File: src/rtl/vpbs_pkg.sv
// Package: shared types and constants of the picture boundary splitter.
package vpbs_pkg;

    // Look-ahead window: bytes held between transfers
    localparam int WinDepth = 8;

    typedef logic [WinDepth-1:0][7:0] window_t;

    // codec_mode register codes
    localparam logic [1:0] MODE_H264 = 2'd0;
    localparam logic [1:0] MODE_H265 = 2'd1;
    localparam logic [1:0] MODE_JPEG = 2'd2;
    localparam logic [1:0] MODE_PASS = 2'd3;

    // Register indexes
    localparam logic REG_CODEC_MODE = 1'b0;

    // Followers a check needs behind the byte being checked
    localparam logic [3:0] H264_LOOKAHEAD = 4'd8;
    localparam logic [3:0] HEVC_LOOKAHEAD = 4'd6;
    localparam logic [3:0] MARKER_LOOKAHEAD = 4'd1;
    localparam logic [3:0] APP_LOOKAHEAD = 4'd3;

    // H.264 NAL unit types
    localparam logic [4:0] H264_NAL_SLICE = 5'd1;
    localparam logic [4:0] H264_NAL_IDR = 5'd5;
    localparam logic [4:0] H264_NAL_SEI = 5'd6;
    localparam logic [4:0] H264_NAL_SPS = 5'd7;
    localparam logic [4:0] H264_NAL_PPS = 5'd8;
    localparam logic [4:0] H264_NAL_SUBSET_SPS = 5'd15;
    localparam logic [4:0] H264_NAL_SLICE_EXT = 5'd20;

    // H.265 NAL unit types
    localparam logic [5:0] HEVC_NAL_VCL_MAX = 6'd21;
    localparam logic [5:0] HEVC_NAL_VPS = 6'd32;
    localparam logic [5:0] HEVC_NAL_SPS = 6'd33;
    localparam logic [5:0] HEVC_NAL_PPS = 6'd34;
    localparam logic [5:0] HEVC_NAL_PREFIX_SEI = 6'd39;
    localparam logic [5:0] HEVC_NAL_SUFFIX_SEI = 6'd40;

    // JPEG markers
    localparam logic [7:0] JPEG_MARKER = 8'hFF;
    localparam logic [7:0] JPEG_SOI = 8'hD8;
    localparam logic [7:0] JPEG_EOI = 8'hD9;
    localparam logic [3:0] JPEG_APP_NIBBLE = 4'hE;

    typedef enum logic [1:0] {
        JPEG_SEEK_SOI,
        JPEG_APP_CHECK,
        JPEG_SEEK_EOI,
        JPEG_EOI_TAIL
    } jpeg_phase_t;

    // Per-stream parsing context
    typedef struct packed {
        logic        picture_seen;
        logic        stream_began;
        logic [16:0] skip_count;
        jpeg_phase_t jpeg_phase;
    } ctx_t;

    localparam ctx_t CTX_RESET = '{
        picture_seen: 1'b0,
        stream_began: 1'b0,
        skip_count:   17'd0,
        jpeg_phase:   JPEG_SEEK_SOI
    };

    // Verdict on the front byte of the window
    typedef struct packed {
        logic emit;
        logic unit_start;
    } verdict_t;

endpackage

File: src/rtl/vpbs_in_if.sv
// Interface: input byte channel of the picture boundary splitter.
interface vpbs_in_if;
    logic       valid;
    logic       ready;
    logic [7:0] in_byte;
    logic       end_of_stream;

    modport source (output valid, output in_byte, output end_of_stream, input ready);
    modport sink (input valid, input in_byte, input end_of_stream, output ready);
endinterface

File: src/rtl/vpbs_out_if.sv
// Interface: output byte channel of the picture boundary splitter.
interface vpbs_out_if;
    logic       valid;
    logic       ready;
    logic [7:0] out_byte;
    logic       unit_start;
    logic       run_last;
    logic       stream_end;

    modport source (output valid, output out_byte, output unit_start, output run_last,
                    output stream_end, input ready);
    modport sink (input valid, input out_byte, input unit_start, input run_last,
                  input stream_end, output ready);
endinterface

File: src/rtl/video_picture_boundary_splitter.sv
// Top level: picture boundary splitter for H.264, H.265 and JPEG byte streams.
//
// Usage:
//   in_stream  - one stream byte per transfer; end_of_stream marks the final byte.
//   out_stream - bytes leaving an 8-byte look-ahead window, unit_start on the
//                first byte of each picture unit, run_last on the last byte caused by an
//                input transfer, stream_end on the last byte of a flushed stream.
//   APB port   - codec_mode at byte address 0 (0 H.264, 1 H.265, 2 JPEG,
//                3 pass-through). Write it only while the block is idle.
// Throughput: one input transfer per cycle while no flush runs and no result
//   waits. A byte leaves the window once eight later bytes sit behind it; its
//   result is registered and shows in the cycle after the transfer that pushed it out.
// End of stream: the window drains one byte per cycle while no result waits, then
//   a closing step follows, with in_stream.ready low. The last result is held back
//   one slot so run_last/stream_end can be set on it even when JPEG drops the
//   bytes that follow; the parsing context then returns to its reset state.
// Stall: while a result waits with out_stream.ready low, the whole block holds;
//   a waiting result is overwritten only in the cycle it is taken.
// Reset: rst_n clears the window fill, context, flush and valid flags and the
//   mode register; window bytes are not cleared.
module video_picture_boundary_splitter (
    input  logic                clk,
    input  logic                rst_n,
    vpbs_in_if.sink             in_stream,
    vpbs_out_if.source          out_stream,
    input  logic                psel,
    input  logic                penable,
    input  logic                pwrite,
    input  logic [2:0]          paddr,
    input  logic [31:0]         pwdata,
    output logic [31:0]         prdata,
    output logic                pready
);

    localparam logic [3:0] FILL_FULL = 4'(vpbs_pkg::WinDepth);

    // Configuration
    logic [1:0] mode_reg;
    logic       cfg_write;

    // Window and context
    vpbs_pkg::window_t win_reg, win_next;
    logic [3:0]        fill_reg, fill_next;
    vpbs_pkg::ctx_t    ctx_reg, ctx_next;
    logic              flush_reg, flush_next;

    // Held result during a flush
    logic       hold_valid_reg, hold_valid_next;
    logic [7:0] hold_byte_reg, hold_byte_next;
    logic       hold_unit_reg, hold_unit_next;

    // Output register
    logic       out_valid_reg, out_valid_next;
    logic [7:0] out_byte_reg, out_byte_next;
    logic       out_unit_reg, out_unit_next;
    logic       out_last_reg, out_last_next;
    logic       out_end_reg, out_end_next;

    // Handshake and evaluation
    logic               out_free;
    logic               in_ready;
    logic               in_fire;
    logic               flush_step;
    logic [3:0]         avail;
    vpbs_pkg::ctx_t     eval_ctx;
    vpbs_pkg::verdict_t verdict;

    assign cfg_write = psel && penable && pwrite;
    assign pready    = 1'b1;
    assign prdata    = (paddr[2] == vpbs_pkg::REG_CODEC_MODE) ? {30'd0, mode_reg} : 32'd0;

    assign out_free   = !out_valid_reg || out_stream.ready;
    assign in_ready   = !flush_reg && out_free;
    assign in_fire    = in_stream.valid && in_ready;
    assign flush_step = flush_reg && out_free;

    // Normal transfers check with a full window; a drain has fill-1 followers
    assign avail = flush_reg ? (fill_reg - 4'd1) : FILL_FULL;

    vpbs_front_eval u_eval (
        .codec_mode (mode_reg),
        .win        (win_reg),
        .avail      (avail),
        .ctx_cur    (ctx_reg),
        .ctx_next   (eval_ctx),
        .verdict    (verdict)
    );

    always_comb
    begin
        win_next        = win_reg;
        fill_next       = fill_reg;
        ctx_next        = ctx_reg;
        flush_next      = flush_reg;
        hold_valid_next = hold_valid_reg;
        hold_byte_next  = hold_byte_reg;
        hold_unit_next  = hold_unit_reg;
        out_valid_next  = out_valid_reg && !out_stream.ready;
        out_byte_next   = out_byte_reg;
        out_unit_next   = out_unit_reg;
        out_last_next   = out_last_reg;
        out_end_next    = out_end_reg;

        if (in_fire)
        begin
            if (fill_reg == FILL_FULL)
            begin
                // Front byte leaves, new byte enters at the back
                for (int i = 0; i < vpbs_pkg::WinDepth - 1; i++)
                begin
                    win_next[i] = win_reg[i + 1];
                end
                win_next[vpbs_pkg::WinDepth - 1] = in_stream.in_byte;
                ctx_next = eval_ctx;
                if (verdict.emit)
                begin
                    if (in_stream.end_of_stream)
                    begin
                        hold_valid_next = 1'b1;
                        hold_byte_next  = win_reg[0];
                        hold_unit_next  = verdict.unit_start;
                    end
                    else
                    begin
                        out_valid_next = 1'b1;
                        out_byte_next  = win_reg[0];
                        out_unit_next  = verdict.unit_start;
                        out_last_next  = 1'b1;
                        out_end_next   = 1'b0;
                    end
                end
            end
            else
            begin
                win_next[fill_reg[2:0]] = in_stream.in_byte;
                fill_next = fill_reg + 4'd1;
            end
            if (in_stream.end_of_stream)
            begin
                flush_next = 1'b1;
            end
        end

        if (flush_step)
        begin
            if (fill_reg != 4'd0)
            begin
                for (int i = 0; i < vpbs_pkg::WinDepth - 1; i++)
                begin
                    win_next[i] = win_reg[i + 1];
                end
                fill_next = fill_reg - 4'd1;
                ctx_next  = eval_ctx;
                if (verdict.emit)
                begin
                    // A newer result proves the held one is not the last
                    if (hold_valid_reg)
                    begin
                        out_valid_next = 1'b1;
                        out_byte_next  = hold_byte_reg;
                        out_unit_next  = hold_unit_reg;
                        out_last_next  = 1'b0;
                        out_end_next   = 1'b0;
                    end
                    hold_valid_next = 1'b1;
                    hold_byte_next  = win_reg[0];
                    hold_unit_next  = verdict.unit_start;
                end
            end
            else
            begin
                // Closing cycle: release the held result as the final one
                if (hold_valid_reg)
                begin
                    out_valid_next = 1'b1;
                    out_byte_next  = hold_byte_reg;
                    out_unit_next  = hold_unit_reg;
                    out_last_next  = 1'b1;
                    out_end_next   = 1'b1;
                end
                hold_valid_next = 1'b0;
                ctx_next        = vpbs_pkg::CTX_RESET;
                flush_next      = 1'b0;
            end
        end
    end

    always_ff @(posedge clk or negedge rst_n)
    begin
        if (!rst_n)
        begin
            mode_reg       <= vpbs_pkg::MODE_H264;
            fill_reg       <= 4'd0;
            ctx_reg        <= vpbs_pkg::CTX_RESET;
            flush_reg      <= 1'b0;
            hold_valid_reg <= 1'b0;
            out_valid_reg  <= 1'b0;
        end
        else
        begin
            if (cfg_write && (paddr[2] == vpbs_pkg::REG_CODEC_MODE))
            begin
                mode_reg <= pwdata[1:0];
            end
            fill_reg       <= fill_next;
            ctx_reg        <= ctx_next;
            flush_reg      <= flush_next;
            hold_valid_reg <= hold_valid_next;
            out_valid_reg  <= out_valid_next;
        end
    end

    // Payload registers
    always_ff @(posedge clk)
    begin
        win_reg       <= win_next;
        hold_byte_reg <= hold_byte_next;
        hold_unit_reg <= hold_unit_next;
        out_byte_reg  <= out_byte_next;
        out_unit_reg  <= out_unit_next;
        out_last_reg  <= out_last_next;
        out_end_reg   <= out_end_next;
    end

    assign in_stream.ready       = in_ready;
    assign out_stream.valid      = out_valid_reg;
    assign out_stream.out_byte   = out_byte_reg;
    assign out_stream.unit_start = out_unit_reg;
    assign out_stream.run_last   = out_last_reg;
    assign out_stream.stream_end = out_end_reg;

endmodule

File: src/rtl/vpbs_front_eval.sv
// Module: boundary check on the front byte of the look-ahead window.
module vpbs_front_eval (
    input  logic [1:0]       codec_mode,
    input  vpbs_pkg::window_t win,
    input  logic [3:0]       avail,
    input  vpbs_pkg::ctx_t   ctx_cur,
    output vpbs_pkg::ctx_t   ctx_next,
    output vpbs_pkg::verdict_t verdict
);

    logic       start_code;
    logic [4:0] avc_type;
    logic [5:0] hevc_type;
    logic       avc_first;
    logic       avc_bound;
    logic       hevc_first;
    logic       hevc_bound;
    logic       is_avc;
    logic [3:0] need;
    logic       first_slice;
    logic       boundary;
    logic       soi_hit;
    logic       eoi_hit;
    logic       app_hit;

    assign start_code = (win[0] == 8'h00) && (win[1] == 8'h00) && (win[2] == 8'h01);
    assign avc_type   = win[3][4:0];
    assign hevc_type  = win[3][6:1];

    assign avc_first = start_code &&
        ((((avc_type == vpbs_pkg::H264_NAL_IDR) || (avc_type == vpbs_pkg::H264_NAL_SLICE))
          && win[4][7]) ||
         ((avc_type == vpbs_pkg::H264_NAL_SLICE_EXT) && win[7][7]));
    assign avc_bound = avc_first || (start_code &&
        ((avc_type == vpbs_pkg::H264_NAL_SUBSET_SPS) || (avc_type == vpbs_pkg::H264_NAL_SPS) ||
         (avc_type == vpbs_pkg::H264_NAL_PPS) || (avc_type == vpbs_pkg::H264_NAL_SEI)));

    assign hevc_first = start_code && (hevc_type <= vpbs_pkg::HEVC_NAL_VCL_MAX) && win[5][7];
    assign hevc_bound = hevc_first || (start_code &&
        ((hevc_type == vpbs_pkg::HEVC_NAL_VPS) || (hevc_type == vpbs_pkg::HEVC_NAL_SPS) ||
         (hevc_type == vpbs_pkg::HEVC_NAL_PPS) ||
         (hevc_type == vpbs_pkg::HEVC_NAL_PREFIX_SEI) ||
         (hevc_type == vpbs_pkg::HEVC_NAL_SUFFIX_SEI)));

    assign is_avc      = (codec_mode == vpbs_pkg::MODE_H264);
    assign need        = is_avc ? vpbs_pkg::H264_LOOKAHEAD : vpbs_pkg::HEVC_LOOKAHEAD;
    assign first_slice = is_avc ? avc_first : hevc_first;
    assign boundary    = is_avc ? avc_bound : hevc_bound;

    assign soi_hit = (avail >= vpbs_pkg::MARKER_LOOKAHEAD) &&
                     (win[0] == vpbs_pkg::JPEG_MARKER) && (win[1] == vpbs_pkg::JPEG_SOI);
    assign eoi_hit = (avail >= vpbs_pkg::MARKER_LOOKAHEAD) &&
                     (win[0] == vpbs_pkg::JPEG_MARKER) && (win[1] == vpbs_pkg::JPEG_EOI);
    assign app_hit = (avail >= vpbs_pkg::APP_LOOKAHEAD) &&
                     (win[0] == vpbs_pkg::JPEG_MARKER) &&
                     (win[1][7:4] == vpbs_pkg::JPEG_APP_NIBBLE);

    always_comb
    begin
        logic seen;
        seen = ctx_cur.picture_seen;
        ctx_next = ctx_cur;
        ctx_next.stream_began = 1'b1;
        verdict.emit = 1'b1;
        verdict.unit_start = 1'b0;

        case (codec_mode) inside
            vpbs_pkg::MODE_H264, vpbs_pkg::MODE_H265:
            begin
                verdict.unit_start = !ctx_cur.stream_began;
                if (ctx_cur.skip_count != 17'd0)
                begin
                    ctx_next.skip_count = ctx_cur.skip_count - 17'd1;
                end
                else if (avail >= need)
                begin
                    if (seen && boundary)
                    begin
                        verdict.unit_start = 1'b1;
                        seen = 1'b0;
                    end
                    if (!seen && first_slice)
                    begin
                        seen = 1'b1;
                        ctx_next.skip_count = 17'(need - 4'd1);
                    end
                    ctx_next.picture_seen = seen;
                end
            end
            vpbs_pkg::MODE_JPEG:
            begin
                if (ctx_cur.jpeg_phase == vpbs_pkg::JPEG_SEEK_SOI)
                begin
                    // Bytes outside an image are dropped
                    verdict.emit = soi_hit;
                    verdict.unit_start = soi_hit;
                    if (soi_hit)
                    begin
                        ctx_next.jpeg_phase = vpbs_pkg::JPEG_APP_CHECK;
                        ctx_next.skip_count = 17'd1;
                    end
                end
                else if (ctx_cur.skip_count != 17'd0)
                begin
                    ctx_next.skip_count = ctx_cur.skip_count - 17'd1;
                end
                else
                begin
                    case (ctx_cur.jpeg_phase)
                        vpbs_pkg::JPEG_APP_CHECK:
                        begin
                            if (app_hit)
                            begin
                                // Segment length plus the marker's second byte
                                ctx_next.skip_count = {1'b0, win[2], win[3]} + 17'd1;
                            end
                            else if (eoi_hit)
                            begin
                                ctx_next.jpeg_phase = vpbs_pkg::JPEG_EOI_TAIL;
                            end
                            else
                            begin
                                ctx_next.jpeg_phase = vpbs_pkg::JPEG_SEEK_EOI;
                            end
                        end
                        vpbs_pkg::JPEG_SEEK_EOI:
                        begin
                            if (eoi_hit)
                            begin
                                ctx_next.jpeg_phase = vpbs_pkg::JPEG_EOI_TAIL;
                            end
                        end
                        default:
                        begin
                            ctx_next.jpeg_phase = vpbs_pkg::JPEG_SEEK_SOI;
                        end
                    endcase
                end
            end
            default:
            begin
                // Pass-through: no marks
                verdict.unit_start = 1'b0;
            end
        endcase
    end

endmodule
File: src/flat_wrapper.sv
// flat-port wrapper written by rule: the top's interface ports become plain ports
module video_picture_boundary_splitter_flat 
  (clk, rst_n, psel, penable, pwrite, paddr, pwdata, prdata, pready, in_stream_valid, in_stream_in_byte, in_stream_end_of_stream, in_stream_ready, out_stream_valid, out_stream_out_byte, out_stream_unit_start, out_stream_run_last, out_stream_stream_end, out_stream_ready);
  vpbs_in_if in_stream_i ();
  vpbs_out_if out_stream_i ();
  input  logic clk;
  input  logic rst_n;
  input  logic psel;
  input  logic penable;
  input  logic pwrite;
  input  logic [2:0] paddr;
  input  logic [31:0] pwdata;
  output logic [31:0] prdata;
  output logic pready;
  input wire logic [$bits(in_stream_i.valid)-1:0] in_stream_valid;
  input wire logic [$bits(in_stream_i.in_byte)-1:0] in_stream_in_byte;
  input wire logic [$bits(in_stream_i.end_of_stream)-1:0] in_stream_end_of_stream;
  output wire logic [$bits(in_stream_i.ready)-1:0] in_stream_ready;
  output wire logic [$bits(out_stream_i.valid)-1:0] out_stream_valid;
  output wire logic [$bits(out_stream_i.out_byte)-1:0] out_stream_out_byte;
  output wire logic [$bits(out_stream_i.unit_start)-1:0] out_stream_unit_start;
  output wire logic [$bits(out_stream_i.run_last)-1:0] out_stream_run_last;
  output wire logic [$bits(out_stream_i.stream_end)-1:0] out_stream_stream_end;
  input wire logic [$bits(out_stream_i.ready)-1:0] out_stream_ready;
  assign in_stream_i.valid = in_stream_valid;
  assign in_stream_i.in_byte = in_stream_in_byte;
  assign in_stream_i.end_of_stream = in_stream_end_of_stream;
  assign in_stream_ready = in_stream_i.ready;
  assign out_stream_valid = out_stream_i.valid;
  assign out_stream_out_byte = out_stream_i.out_byte;
  assign out_stream_unit_start = out_stream_i.unit_start;
  assign out_stream_run_last = out_stream_i.run_last;
  assign out_stream_stream_end = out_stream_i.stream_end;
  assign out_stream_i.ready = out_stream_ready;
  video_picture_boundary_splitter u_core (.clk(clk), .rst_n(rst_n), .in_stream(in_stream_i), .out_stream(out_stream_i), .psel(psel), .penable(penable), .pwrite(pwrite), .paddr(paddr), .pwdata(pwdata), .prdata(prdata), .pready(pready));
endmodule
File: config.mk
export PLATFORM = sky130hd
export DESIGN_NAME = video_picture_boundary_splitter_flat
export DESIGN_NICKNAME = d
export VERILOG_FILES = /design/src/rtl/vpbs_pkg.sv /design/src/rtl/vpbs_in_if.sv /design/src/rtl/vpbs_out_if.sv /design/src/rtl/video_picture_boundary_splitter.sv /design/src/rtl/vpbs_front_eval.sv /design/src/flat_wrapper.sv
export SDC_FILE = /design/constraint.sdc
export NUM_CORES = 1
export LEC_CHECK = 0
export BUFFER_PORTS_ARGS = -buffer_cell sky130_fd_sc_hd__buf_2
export CORE_ASPECT_RATIO = 0.8
export CORE_MARGIN = 10
export CORE_UTILIZATION = 63
export CTS_BUF_LIST = sky130_fd_sc_hd__clkbuf_16
export DETAILED_ROUTE_END_ITERATION = 16
export HOLD_SLACK_MARGIN = 0.08
export PLACE_DENSITY = 0.94
export SLEW_MARGIN = 20
export SYNTH_ARGS = -nofsm -noshare
export SYNTH_HDL_FRONTEND = slang
export SYNTH_SLANG_ARGS = --single-unit
File: constraint.sdc
create_clock -name clk -period 9.1 [get_ports clk]
set_clock_uncertainty 0.2 [all_clocks]
set_input_delay 1.82 -clock clk [delete_from_list [all_inputs] [get_ports clk]]
set_output_delay 1.82 -clock clk [all_outputs]
set_load 0.01 [all_outputs]
; Word-level counts from Yosys, hierarchy flattened
; Index checks and enable logic that the tools add are counted.
; Widths: inputs -> output; s select.
[classes]
add_sub_neg = 5
n_reduce_logical = 51
magnitude_cmp = 6
n_eq_ne = 22
n_mux = 120
n_bitwise = 1
[ops]
columns = cell, count
row1 = $mux 56, 3
row2 = $mux 17, 8
row3 = $mux 8, 16
row4 = $mux 21, 4
row5 = $mux 1, 70
row6 = $bwmux 64, 1
row7 = $mux 64, 1
row8 = $mux 19, 2
row9 = $eq 6x6->1 const B, 5
row10 = $demux 8 s3, 1
row11 = $eq 8x8->1 const B, 3
row12 = $logic_and 1x1->1, 24
row13 = $mux 4, 6
row14 = $add 16x1->17 const B, 1
row15 = $reduce_bool 17->1, 1
row16 = $sub 17x1->17 const B, 1
row17 = $logic_not 8->1, 2
row18 = $eq 5x3->1 const B, 3
row19 = $mux 2, 7
row20 = $logic_or 1x1->1, 12
row21 = $eq 5x4->1 const B, 2
row22 = $eq 4x4->1 const B, 2
row23 = $eq 8x1->1 const B, 1
row24 = $le 6x5->1 const B, 1
row25 = 20 further kinds, 28
[word_totals]
regBits = 114
inputBits = 51
out_inout_bits = 46
elab_cells = 228

; Depth between registers and ports, before layout
[depth]
ltp_word = 22
ltp_mapped = 13
depth_no_buf = 12

; Modules after synthesis
; From an unflattened synthesis, not the netlist that was laid out.
[unflattened]
cells_unflattened = 744
area_unflattened_um2 = 6745.2
[by_module_without_submodules]
columns = mod, instances, area_per_inst_um2, cells_per_inst, seq_area_each_um2
row1 = video_picture_boundary_splitter, 1, 4957.3, 456, 2512.4
row2 = vpbs_front_eval, 1, 1788.0, 288, 0.0

; Least setup slack after synthesis
; OpenSTA, ideal clock, no wires.
[synth_timing]
path_kind = input to output
startpoint = input out_stream_ready
endpoint = output in_stream_ready
slack_ps = 4806
path_stages = 2
n_path_buf = 0
arrival_time_ps = 2274
t_required_ps = 7080
cell_sequence = nor2b_1 nor2_1
[synth_via]
elab_chain_len = 2
[synth_rtl]
columns = item, line
row1 = from (decl), flat_wrapper.sv:24  ; input wire logic [$bits(out_stream_i.ready)-1:0] out_stream_ready;
row2 = $logic_or 1x1->1, video_picture_boundary_splitter.sv:72  ; assign out_free = !out_valid_reg || out_stream.ready;
row3 = $logic_and 1x1->1, video_picture_boundary_splitter.sv:73  ; assign in_ready = !flush_reg && out_free;
row4 = to (decl), flat_wrapper.sv:18  ; output wire logic [$bits(in_stream_i.ready)-1:0] in_stream_ready;
; No other way between the ends.

; Worst setup path in the final report
; Ends and elaborated chain as after synthesis.

==> metrics.txt <==
Max Freq 210 MHz; first-pass GRT wire length between 30 and 40 mm; mapped cell area 0.00677 mm²; Post-route DRC 0; EDFF count, synth 8; Total Die Area approximately 0.015 mm²; Vias about 6500; CTS Buf Count 17; Post-CTS Setup Bufs 0; HP Class reg -> reg; RSZ-0062 raised after global routing false; Antenna diodes 0; Worst EP required 7.08 ns; number of flip-flops in the largest register 64; Total GRT Usage 0.269; Critical Path Source Type input pin; YS warnings 0; max-slew violations 0; CTS sink cnt between 100 and 150; r2r endpoint u_core.ctx_reg[16]$_DFFE_PN0P_; drt first-iter violations roughly 900; FF-to-FF setup slack roughly 4.7 ns; sequential area share after synthesis 0.371; RR Startpoint u_core.fill_reg[0]$_DFF_PN0_; Worst Hold Depth 2; layout cells sized above 1 0.135; Top FF cell, synth dfxtp_1; HP Start u_core.hold_byte_reg[5]$_DFF_P_; setup_tns 0 ns; Detailed Place HPWL between 10 and 15 mm; CTS resizes 0; Post-synth ARST share 0.263; maximum vdd drop around 0.40 mV; final setup violation count 0; Worst-Margin Slew roughly 1.0 ns; Area Overhead vs Synth 8.61%; Synth area leader dfxtp_1; run status finished clean; total length of routed wires roughly 20 mm; routed len/inst 21.6 µm; post-route antenna net violation count 0; critical path type in -> out; core area slightly above 0.01 mm²; Die Y 113 µm; part of the cycle the worst path needs 0.522; Final Critical Period approximately 4.8 ns; ranking of synthesized cells by area dfxtp_1, dfrtp_1, a22oi_1; CTS root buf clkbuf_16; Final nets between 800 and 900; pin count of the biggest net entering global routing 62; crit path capture type output pin; Synth top area share 0.225; total chip power between 2 and 3 mW; H-tree levels 4; worst r2r path cells 9; routability cong. between 0.9 and 1; DRT Pass-1 Iters 6; # IOs 97; cell count after synthesis about 790; Pleak approximately 2.8 nW; Worst slew margin 0.319; Hold Buf Count CTS 0; vias in the first global route between 6000 and 7000; count of buffers from port buffering 33; Worst-path clk slew about 0.060 ns; Worst EP arrival between 2 and 3 ns; buffer levels on the longest clock path 2; row cnt 33; total congestion overflow 0; initial antenna violation count 0; WHS between 0.2 and 0.3 ns; Synth cell types 82; Hold EP u_core.out_stream.out_byte[5]$_DFF_P_; post-synthesis average cell area about 8.6 µm²; post-DR vias/cell around 7; pwr dens slightly below 400 mW/mm²; CTS tree yes; crit path max fanout 5; Starting Density 0.653; number of max-cap violations 0; Synth Register Bits roughly 110; final hold vios 0; Chip Width 136 µm; worst-skew pair later-pin latency between 0.4 and 0.5 ns
==> cell usage in the layout, fill, tap and decap left out, drive strengths merged, types with 7 or more instances in the layout <==
cell      n
nand2b    7
nor3     20
mux2     11
conb     31
dfrtp    30
nor4     18
o22ai     9
xor2      8
edfxtp    8
nand3    13
a21oi    26
nand4    10
nand2   104
inv      21
clkbuf   18
xnor2    19
ha       15
mux2i     9
nor2     45
dfxtp    76
and2     21
a22oi    56
buf      36
a31oi    11
o21ai    84
==> cell type report <==
class | instances | area [µm²]
multi-input cells | 610 | 3870
fillers | 730 | 3010
flip-flops and latches | 114 | 2510
clock buffers | 18 | 450
repair buffers | 36 | 188
well taps | 140 | 175
clock inverters | 14 | 91.3
inverters | 16 | 60.1
==> cells in the mapped netlist, drive strengths merged (7+ instances only) <==
cell type  count
nor4          18
mux2          11
mux2i          9
a31oi         11
inv           16
o22ai          9
nand2b         7
a21oi         26
nand3         13
xor2           8
nor3          20
nand4         10
a22oi         56
xnor2         19
nor2          45
nand2        104
dfxtp         76
buf           54
clkbuf        22
edfxtp         8
o21ai         84
ha            15
dfrtp         30
and2          21
==> metal layers <==
metal	vias to the layer above	wire length, µm	global-route usage
met5	-	0	0
met4	0	822	0.132
met3	90	2280	0.0592
met2	510	9440	0.417
met1	2994	7940	0.347
li1	2863	-	-
==> how the worst max path moves through the flow <==
| stage | from | end | slack (ns) | cells after the start |
|---|---|---|---|---|
| after CTS | out_stream_ready | in_stream_ready | 4.39 | 4 |
| after global placement | out_stream_ready | in_stream_ready | 4.51 | 4 |
| after detailed placement | out_stream_ready | in_stream_ready | 4.47 | 4 |
| final | out_stream_ready | in_stream_ready | 4.35 | 4 |
| after floorplan | out_stream_ready | in_stream_ready | 4.81 | 2 |
| after global routing | out_stream_ready | in_stream_ready | 4.30 | 4 |
==> cells by family after synthesis <==
logic type	count (synthesis)	share of synthesized area
XOR/XNOR	27	0.0349
AND/OR/NAND/NOR	281	0.231
flip-flops	114	0.371
buffers and inverters	92	0.0734
other	2	0.00111
multiplexers	20	0.0316
adder cells (fa/ha/maj)	16	0.0292
AO/OA/AOI/OAI	235	0.227
==> critical path, stage by stage <==
cell and delay (ns):
buf_2 0.10, nor2b_1 0.51, nor2_1 0.12, buf_2 0.18
==> through the flow <==
step,setup WS (ns),cell area (µm²),std cells,util
after floorplan,4.81,6880,816,-
after global placement,4.51,6800,916,0.657
after detailed placement,4.47,6800,916,0.657
after CTS,4.39,7350,948,0.709
after global routing,4.30,7350,948,0.709
final,4.35,7350,948,0.709
==> report_power, final <==
group	internal, mW	leakage (nW)	total, mW	switching [mW]
combinational	0.473	1.50	1.25	0.777
sequential	0.729	1.08	1.02	0.290
clock	0.361	0.264	0.614	0.253
total	1.56	2.84	2.88	1.32
(Power assumes the default switching activity.)
